**src/hw/rtl/edc_pkg.sv**
```systemverilog
// Shared types and constants for the Euclidean distance core.
// Used by the core, its add/subtract unit and its checker; no dependencies.
`timescale 1ns / 1ps

package edc_pkg;

    // Default build parameters.
    localparam int MAX_DIM_DEF    = 1024;
    localparam int COORD_BITS_DEF = 16;

    // Running sum is 43 bits; the root search works on it padded to 44 bits.
    localparam int SUM_BITS   = 43;
    localparam int RAD_W      = 44;
    localparam int DIST_W     = 21;
    localparam int ROOT_W     = RAD_W / 2;
    localparam int REM_W      = ROOT_W + 2;
    localparam int SQRT_STEPS = RAD_W / 2;
    localparam int OUT_TDATA_W = ((DIST_W + 7) / 8) * 8;

    localparam logic [SUM_BITS-1:0] SUM_MAX  = {SUM_BITS{1'b1}};
    localparam logic [DIST_W-1:0]   DIST_MAX = {DIST_W{1'b1}};

    // Sequencer states.
    typedef enum logic [1:0] {
        ST_IDLE,
        ST_MUL,
        ST_SQRT,
        ST_HOLD
    } edc_state_t;

    // Operation request to the shared add/subtract unit.
    typedef struct packed {
        logic sub;
    } edc_op_t;

endpackage

```
**src/hw/rtl/edc_alu.sv**
```systemverilog
// Shared add/subtract unit of the Euclidean distance core.
// Depends on edc_pkg for the operation struct.
`timescale 1ns / 1ps

module edc_alu
    import edc_pkg::*;
#(
    parameter int ADD_W = 46
)
(
    input  edc_op_t            op,
    input  logic [ADD_W-1:0]   op_a,
    input  logic [ADD_W-1:0]   op_b,
    output logic [ADD_W-1:0]   res
);

    logic [ADD_W-1:0] b_eff;

    // Two's complement subtraction by inverting b and adding one.
    always_comb
    begin
        b_eff = op.sub ? ~op_b : op_b;
        res   = op_a + b_eff + ADD_W'(op.sub);
    end

endmodule

```
**src/hw/rtl/euclidean_distance_core.sv**
```systemverilog
// Euclidean distance core: one coordinate pair per input word, floor square root at vector end.
// After a pair is accepted the input stays closed while the shift-add squarer adds |a - b|^2
// into the sum; a last pair then runs the root search, then loads the result register
// once the previous result has been taken.
// A new input word is taken only once this work is done; the single shared adder serves both.
// Reset (rst_n, asynchronous, active low) clears the sum, dim count and the sat and valid flags.
`timescale 1ns / 1ps

module euclidean_distance_core
    import edc_pkg::*;
#(
    parameter int MAX_DIM    = MAX_DIM_DEF,
    parameter int COORD_BITS = COORD_BITS_DEF,
    localparam int IN_W      = ((2 * COORD_BITS + 7) / 8) * 8
)
(
    input  logic                    clk,
    input  logic                    rst_n,
    // Input words.
    input  logic                    s_tvalid,
    output logic                    s_tready,
    input  logic [IN_W-1:0]         s_tdata,   // coord_a, coord_b (from bit 0 up)
    input  logic                    s_tlast,   // last_dim
    // Result words.
    output logic                    m_tvalid,
    input  logic                    m_tready,
    output logic [OUT_TDATA_W-1:0]  m_tdata,   // distance (from bit 0 up), zero padding
    output logic                    m_tuser    // overflowed
);

    localparam int SQ_W    = 2 * COORD_BITS;
    localparam int ADD_W   = ((SQ_W > RAD_W) ? SQ_W : RAD_W) + 2;
    localparam int DIM_W   = $clog2(MAX_DIM + 1);
    localparam int STEP_W  = $clog2(SQRT_STEPS);

    edc_state_t state_reg, state_next;

    logic [RAD_W-1:0]      sum_reg, sum_next;
    logic [DIM_W-1:0]      dim_count_reg, dim_count_next;
    logic                  sat_reg, sat_next;
    logic                  last_reg, last_next;
    logic [SQ_W-1:0]       mcand_reg, mcand_next;
    logic [COORD_BITS-1:0] mplier_reg, mplier_next;
    logic [REM_W-1:0]      rem_reg, rem_next;
    logic [ROOT_W-1:0]     root_reg, root_next;
    logic [STEP_W-1:0]     step_reg, step_next;
    logic                  out_valid_reg, out_valid_next;
    logic [DIST_W-1:0]     dist_reg, dist_next;
    logic                  ovf_reg, ovf_next;

    logic                  in_accept;
    logic                  out_free;
    logic signed [COORD_BITS-1:0] coord_a;
    logic signed [COORD_BITS-1:0] coord_b;
    logic signed [COORD_BITS:0]   diff;
    logic [COORD_BITS:0]          diff_mag;

    edc_op_t               alu_op;
    logic [ADD_W-1:0]      alu_a;
    logic [ADD_W-1:0]      alu_b;
    logic [ADD_W-1:0]      alu_res;
    logic [1:0]            rad_top;
    logic                  trial_neg;

    assign in_accept = s_tvalid && s_tready;
    assign out_free  = !out_valid_reg || m_tready;
    assign s_tready  = (state_reg == ST_IDLE);

    // Absolute difference of the incoming pair.
    always_comb
    begin
        coord_a  = s_tdata[COORD_BITS-1:0];
        coord_b  = s_tdata[2*COORD_BITS-1:COORD_BITS];
        diff     = {coord_b[COORD_BITS-1], coord_b} - {coord_a[COORD_BITS-1], coord_a};
        diff_mag = diff[COORD_BITS] ? -diff : diff;
    end

    // Operand selection for the shared adder.
    always_comb
    begin
        rad_top = sum_reg[RAD_W-1 -: 2];
        if (state_reg == ST_SQRT)
        begin
            alu_op.sub = 1'b1;
            alu_a      = ADD_W'({rem_reg, rad_top});
            alu_b      = ADD_W'({root_reg, 2'b01});
        end
        else
        begin
            alu_op.sub = 1'b0;
            alu_a      = ADD_W'(sum_reg);
            alu_b      = ADD_W'(mcand_reg);
        end
    end

    // A negative trial subtraction means the next root bit is zero.
    assign trial_neg = alu_res[ADD_W-1];

    edc_alu #(
        .ADD_W (ADD_W)
    ) u_alu (
        .op   (alu_op),
        .op_a (alu_a),
        .op_b (alu_b),
        .res  (alu_res)
    );

    // Next state.
    always_comb
    begin
        state_next = state_reg;
        case (state_reg)
            ST_IDLE:
            begin
                if (in_accept)
                begin
                    state_next = ST_MUL;
                end
            end
            ST_MUL:
            begin
                if (mplier_reg == '0)
                begin
                    state_next = last_reg ? ST_SQRT : ST_IDLE;
                end
            end
            ST_SQRT:
            begin
                if (step_reg == STEP_W'(SQRT_STEPS - 1))
                begin
                    state_next = ST_HOLD;
                end
            end
            ST_HOLD:
            begin
                if (out_free)
                begin
                    state_next = ST_IDLE;
                end
            end
            default:
            begin
                state_next = ST_IDLE;
            end
        endcase
    end

    // Datapath and output register updates.
    always_comb
    begin
        sum_next       = sum_reg;
        dim_count_next = dim_count_reg;
        sat_next       = sat_reg;
        last_next      = last_reg;
        mcand_next     = mcand_reg;
        mplier_next    = mplier_reg;
        rem_next       = rem_reg;
        root_next      = root_reg;
        step_next      = step_reg;
        dist_next      = dist_reg;
        ovf_next       = ovf_reg;
        out_valid_next = out_valid_reg;

        if (out_valid_reg && m_tready)
        begin
            out_valid_next = 1'b0;
        end

        case (state_reg)
            ST_IDLE:
            begin
                if (in_accept)
                begin
                    last_next = s_tlast;
                    rem_next  = '0;
                    root_next = '0;
                    step_next = '0;
                    if (dim_count_reg >= DIM_W'(MAX_DIM))
                    begin
                        // Too many dimensions: pin the sum at its maximum.
                        sat_next    = 1'b1;
                        sum_next    = RAD_W'(SUM_MAX);
                        mplier_next = '0;
                        mcand_next  = '0;
                    end
                    else
                    begin
                        dim_count_next = dim_count_reg + 1'b1;
                        mplier_next    = diff_mag[COORD_BITS-1:0];
                        mcand_next     = SQ_W'(diff_mag[COORD_BITS-1:0]);
                    end
                end
            end
            ST_MUL:
            begin
                // Shift-add squaring straight into the running sum.
                if (mplier_reg != '0)
                begin
                    mcand_next  = mcand_reg << 1;
                    mplier_next = mplier_reg >> 1;
                    if (mplier_reg[0])
                    begin
                        if (alu_res > ADD_W'(SUM_MAX))
                        begin
                            sat_next    = 1'b1;
                            sum_next    = RAD_W'(SUM_MAX);
                            mplier_next = '0;
                        end
                        else
                        begin
                            sum_next = alu_res[RAD_W-1:0];
                        end
                    end
                end
            end
            ST_SQRT:
            begin
                // One root digit per cycle; the radicand shifts out and leaves the sum zero.
                sum_next  = sum_reg << 2;
                step_next = step_reg + 1'b1;
                if (trial_neg)
                begin
                    rem_next  = {rem_reg[REM_W-3:0], rad_top};
                    root_next = {root_reg[ROOT_W-2:0], 1'b0};
                end
                else
                begin
                    rem_next  = alu_res[REM_W-1:0];
                    root_next = {root_reg[ROOT_W-2:0], 1'b1};
                end
            end
            ST_HOLD:
            begin
                if (out_free)
                begin
                    dist_next      = root_reg[ROOT_W-1] ? DIST_MAX : root_reg[DIST_W-1:0];
                    ovf_next       = sat_reg;
                    out_valid_next = 1'b1;
                    dim_count_next = '0;
                    sat_next       = 1'b0;
                end
            end
            default:
            begin
                sum_next = sum_reg;
            end
        endcase
    end

    // Control state.
    always_ff @(posedge clk or negedge rst_n)
    begin
        if (!rst_n)
        begin
            state_reg     <= ST_IDLE;
            sum_reg       <= '0;
            dim_count_reg <= '0;
            sat_reg       <= 1'b0;
            step_reg      <= '0;
            out_valid_reg <= 1'b0;
        end
        else
        begin
            state_reg     <= state_next;
            sum_reg       <= sum_next;
            dim_count_reg <= dim_count_next;
            sat_reg       <= sat_next;
            step_reg      <= step_next;
            out_valid_reg <= out_valid_next;
        end
    end

    // Payload registers.
    always_ff @(posedge clk)
    begin
        last_reg   <= last_next;
        mcand_reg  <= mcand_next;
        mplier_reg <= mplier_next;
        rem_reg    <= rem_next;
        root_reg   <= root_next;
        dist_reg   <= dist_next;
        ovf_reg    <= ovf_next;
    end

    assign m_tvalid = out_valid_reg;
    assign m_tdata  = OUT_TDATA_W'(dist_reg);
    assign m_tuser  = ovf_reg;

endmodule

```
**config.mk**
```make
export PLATFORM = sky130hd
export DESIGN_NAME = euclidean_distance_core
export DESIGN_NICKNAME = d
export VERILOG_FILES = /design/src/hw/rtl/edc_pkg.sv /design/src/hw/rtl/edc_alu.sv /design/src/hw/rtl/euclidean_distance_core.sv
export SDC_FILE = /design/constraint.sdc
export NUM_CORES = 1
export LEC_CHECK = 0
export BUFFER_PORTS_ARGS = -buffer_cell sky130_fd_sc_hd__buf_2
export CORE_MARGIN = 2
export CORE_UTILIZATION = 55
export CTS_CLUSTER_DIAMETER = 50
export DETAILED_ROUTE_END_ITERATION = 10
export PLACE_DENSITY_LB_ADDON = 0.08
export SLEW_MARGIN = 10
export SYNTH_ARGS = -nofsm -noshare
export SYNTH_HDL_FRONTEND = slang
export SYNTH_SLANG_ARGS = --single-unit
```
**constraint.sdc**
```tcl
create_clock -name clk -period 7.7 [get_ports clk]
set_clock_uncertainty 0.15 [all_clocks]
set_input_delay 0.77 -clock clk [delete_from_list [all_inputs] [get_ports clk]]
set_output_delay 0.77 -clock clk [all_outputs]
set_load 0.05 [all_outputs]
```
# [Word level (Yosys, flattened, before mapping)]
# Index checks and enable logic that the tools add are counted.
[op_classes] n_addsub=6 magnitude_cmp=2 n_eq_ne=13 muxes=49 bitwise_logic=1 reduce_logical=20
[ops] cell="$mux W44" count=6
[ops] cell="$pmux W44 S3" count=1
[ops] cell="$mux W32" count=3
[ops] cell="$mux W16" count=5
[ops] cell="$pmux W32 S2" count=1
[ops] cell="$mux W24" count=2
[ops] cell="$pmux W24 S2" count=1
[ops] cell="$add A44 B46 Y46" count=1
[ops] cell="$add A46 B1 Y46" count=1
[ops] cell="$gt A46 B43 Y1 const B" count=1
[ops] cell="$mux W46" count=1
[ops] cell="$not A32 Y46" count=1
[ops] cell="$pmux W22 S2" count=1
[ops] cell="$mux W11" count=3
[ops] cell="$pmux W16 S2" count=1
[ops] cell="$mux W15" count=2
[ops] cell="$mux W22" count=1
[ops] cell="$pmux W11 S2" count=1
[ops] cell="$sub A16 B16 Y17" count=1
[ops] cell="$logic_not A16 Y1" count=1
[ops] cell="$neg A16 Y16" count=1
[ops] cell="$reduce_bool A16 Y1" count=1
[ops] cell="$ne A2 B2 Y1 const B" count=6
[ops] cell="$add A11 B1 Y11 const B" count=1
[ops] cell="other kinds (23)" count=47
[totals] ff_bits=181 in_bits=37

# [Longest topological paths before layout]
[depth] word_depth=11 mapped_depth=22 mapped_depth_nobuf=14

# [Cells and area by module]
# Synthesis repeated with hierarchy kept, for this count alone.
[unflattened] hier_cells=1339 area_unflattened_um2=12847.3
[modules_own_cells] module="euclidean_distance_core" instances=1 cells_per_inst=903 area_each_um2=9724.3 seq_area_each_um2=5114.9
[modules_own_cells] module="edc_alu" instances=1 cells_per_inst=436 area_each_um2=3123.0 seq_area_each_um2=0.0

# [Worst setup path before layout]
# No wires, ideal clock.
[synth_timing] path_type="reg-to-reg" startpoint="register (tool-made name)" endpoint="register mcand_reg[0], enable pin" arrival_ns=4.806 slack_ns=2.217 path_stages_with_launch=7 period_less_slack_ns=5.483 cell_sequence="dfrtp_1 -> inv_1 -> ha_1 -> clkbuf_1 -> clkbuf_1 -> nand2_1 -> a21boi_0"
[synth_lines] element="to (signal assigned)" line="euclidean_distance_core.sv:277" rtl="mcand_reg <= mcand_next;"
[synth_lines] element="to (decl)" line="euclidean_distance_core.sv:42" rtl="logic [SQ_W-1:0] mcand_reg, mcand_next;"

# [Worst setup path in the final report]
[layout_timing] startpoint="register state_reg[0]" endpoint="register sum_reg[37]"
[layout_between] elab_chain_cells=11 word_cells_on_any_way=22
[layout_lines] element="from (decl)" line="euclidean_distance_core.sv:36" rtl="edc_state_t state_reg, state_next;"
[layout_lines] element="from (signal assigned)" line="euclidean_distance_core.sv:264" rtl="state_reg <= state_next;"
[layout_lines] element="$eq A2 B2 Y1" line="euclidean_distance_core.sv:82, euclidean_distance_core.sv:169"
[layout_lines] element="$mux W32" line="euclidean_distance_core.sv:82" rtl="if (state_reg == ST_SQRT)"
[layout_lines] element="$not A32 Y46" line="edc_alu.sv:22" rtl="b_eff = op.sub ? ~op_b : op_b;"
[layout_lines] element="$mux W46" line="edc_alu.sv:22"
[layout_lines] element="$add A44 B46 Y46" line="edc_alu.sv:23" rtl="res = op_a + b_eff + ADD_W'(op.sub);"
[layout_lines] element="$add A46 B1 Y46" line="edc_alu.sv:23"
[layout_lines] element="$gt A46 B43 Y1" line="euclidean_distance_core.sv:203" rtl="if (alu_res > ADD_W'(SUM_MAX))"
[layout_lines] element="$mux W44" line="euclidean_distance_core.sv:203"
[layout_lines] element="$mux W44" line="euclidean_distance_core.sv:201" rtl="if (mplier_reg[0])"
[layout_lines] element="$mux W44" line="euclidean_distance_core.sv:197" rtl="if (mplier_reg != '0)"
[layout_lines] element="$pmux W44 S3" line="euclidean_distance_core.sv:169" rtl="case (state_reg)"
[layout_lines] element="to (signal assigned)" line="euclidean_distance_core.sv:265" rtl="sum_reg <= sum_next;"
[layout_lines] element="to (decl)" line="euclidean_distance_core.sv:38" rtl="logic [RAD_W-1:0] sum_reg, sum_next;"
# Several ways; a longest one is shown, not always the timed one. The select of a mux whose other input is x is not followed.
# A chain may end at the register's enable or synchronous reset.

==> run metrics <==
antenna violation net count after detailed routing=0; core region area=0.0218 mm2; outcome=finished, final reports clean; Syn-to-layout area delta=8.49%; WP buf/inv=3; commonest non-fill, non-tap cell in the layout=nor2_1; Worst path slowest cell=ha_4; CTS Hold Bufs=0; port bufs=60; Cell Chain, Critical Path=inv_1, ha_4, buf_4, mux2_2, ha_1, a21o_1, o211a_1, o21a_1, o31ai_1, o211ai_1, mux2i_1, nand3_4, a21oi_4, buf_4, o221ai_1; Worst setup SP type=flop; HP Start=s_tlast; Critical Path RT=7.84 ns; GRT Util Overall=25.6%; initial DRC count=843; share of cells above drive strength 1=14.2%; Die Width=153 um; Max-Cap Viols=0; Worst path top cell family by delay=compound AO/OA/AOI/OAI gates; Finished Core Util=60.6%; post-place setup slack=1.70 ns; H-tree levels=4; Boundary Pins=64; flops & latches, synth=181; Cell variety after synth=74; worst skew pair latency=0.44 ns; largest net degree at the start of global routing=81; most frequent cells in the layout=nor2_1, a21oi_1, nand2_1; n_diodes=0; Sink Count=181; routed len/inst=18.0 um; max FFs per register=44; slew at the pin closest to its max-slew limit=1.18 ns; cts bufs inserted=17; Vias=9,873; CP startpoint=state_reg[0]; Hold Vio Cnt, Final=0; GP Congestion=0.919; Layout Nets=1,445; post-CTS setup buffers=0; max-slew violations=0; Avg Inst Size Synth=9.11 um2; Tcrit/Tclk final=79.6%; DR vias/cell=6.01; worst min-delay path category=in2reg; Tmin final=6.13 ns; Yosys warning total=0; endpoints failing setup=0; DRC violations left=0; post-synthesis async set-or-reset flop share=35.4%; DRT Wirelength=29.5 mm; first-pass detailed-route iteration total=5; Root Buffer=clkbuf_16; Clock Path Buffers=2; TritonCTS clock tree=yes; worst path arrival time=6.27 ns; CP Class=reg2reg; Setup TNS=0 ns; RSZ-0062 raised after global routing=false; initial antenna violation count=0; sequential share of the synthesized area=41.9%; hpwl dp=20.7 mm; clk slew on worst S/H paths=0.08 ns; die height=153 um; Syn Inst Count=1,339; Post-CTS Resized=0; relative slew slack=21.5%; CP endpoint kind=flop; Slowest Stage Delay on Critical Path=0.71 ns; EDFF count, synth=117; area of the die=0.0234 mm2; setup ws final=1.57 ns; global-route wire length before repair=49.1 mm; vias in the first global route=9,733; Initial Util=55.9%; f_max=163 MHz; Cell Area, Synth=0.0122 mm2; most used cell, CP=buf_4; Top FF cell, synth=edfxtp_1; total grt overflow=0; Crit Path Max Fanout=80; FP Rows=54; worst r2r src=state_reg[0]
final cells by class:
cell class | count | area (um2)
fillers | 1939 | 8600
multi-input cells | 1032 | 6620
flip-flops and latches | 181 | 5110
clock buffers | 17 | 425
repair buffers | 71 | 383
well taps | 280 | 350
inverters | 46 | 173
clock inverters | 15 | 165
worst paths after layout:
path | slack [ns] | end | cells past startpoint
max | 1.57 | sum_reg[37] | 15
min | 0.36 | last_reg | 1
max reg2reg | 1.57 | sum_reg[37] | 15
min reg2reg | 0.37 | flop | 2
max in group asynchronous | 6.42 | sat_reg | 2
min in group asynchronous | 0.38 | sum_reg[25] | 2
cells in the mapped netlist (34+ instances only):
library cell / count / area [um2]
a21oi_1: 127 / 636
a22oi_1: 34 / 255
and2_1: 47 / 294
clkbuf_1: 59 / 221
dfrtp_1: 64 / 1600
edfxtp_1: 117 / 3510
ha_1: 57 / 713
inv_1: 45 / 169
nand2_1: 122 / 458
nor2_1: 145 / 544
o21ai_0: 75 / 375
or2_2: 36 / 225
xor2_1: 36 / 315
routing by layer:
layer	wire [um]	GRT usage [%]	up-vias
li1	-	-	4850
met1	13600	34.6	4733
met2	14300	43.4	251
met3	1160	3.01	39
met4	535	8.47	0
met5	0	0	-
metrics by stage:
stage          hold slack (ns)  cells  cell area [um2]
2_1_floorplan            0.318   1341            12200
3_3_place_gp             0.352   1610            12600
3_5_place_dp             0.353   1610            12600
4_1_cts                  0.352   1642            13200
5_1_grt                  0.347   1642            13200
6_report                 0.359   1642            13200
kinds of logic (layout without fill, tap and decap cells):
| logic type | count (synthesis) | in the layout | share of synthesized area, % |
|---|---|---|---|
| XOR/XNOR | 66 | 66 | 4.74 |
| AND/OR/NAND/NOR | 472 | 472 | 18.7 |
| multiplexers | 36 | 36 | 3.26 |
| flip-flops | 181 | 181 | 41.9 |
| other | 1 | 3 | 0.0308 |
| AO/OA/AOI/OAI | 396 | 396 | 20.8 |
| buffers and inverters | 128 | 149 | 4.36 |
| adder cells (fa/ha/maj) | 59 | 59 | 6.18 |
Power is not shown: default switching activity piles up to over one toggle a cycle in this logic, so the estimate is an artifact.
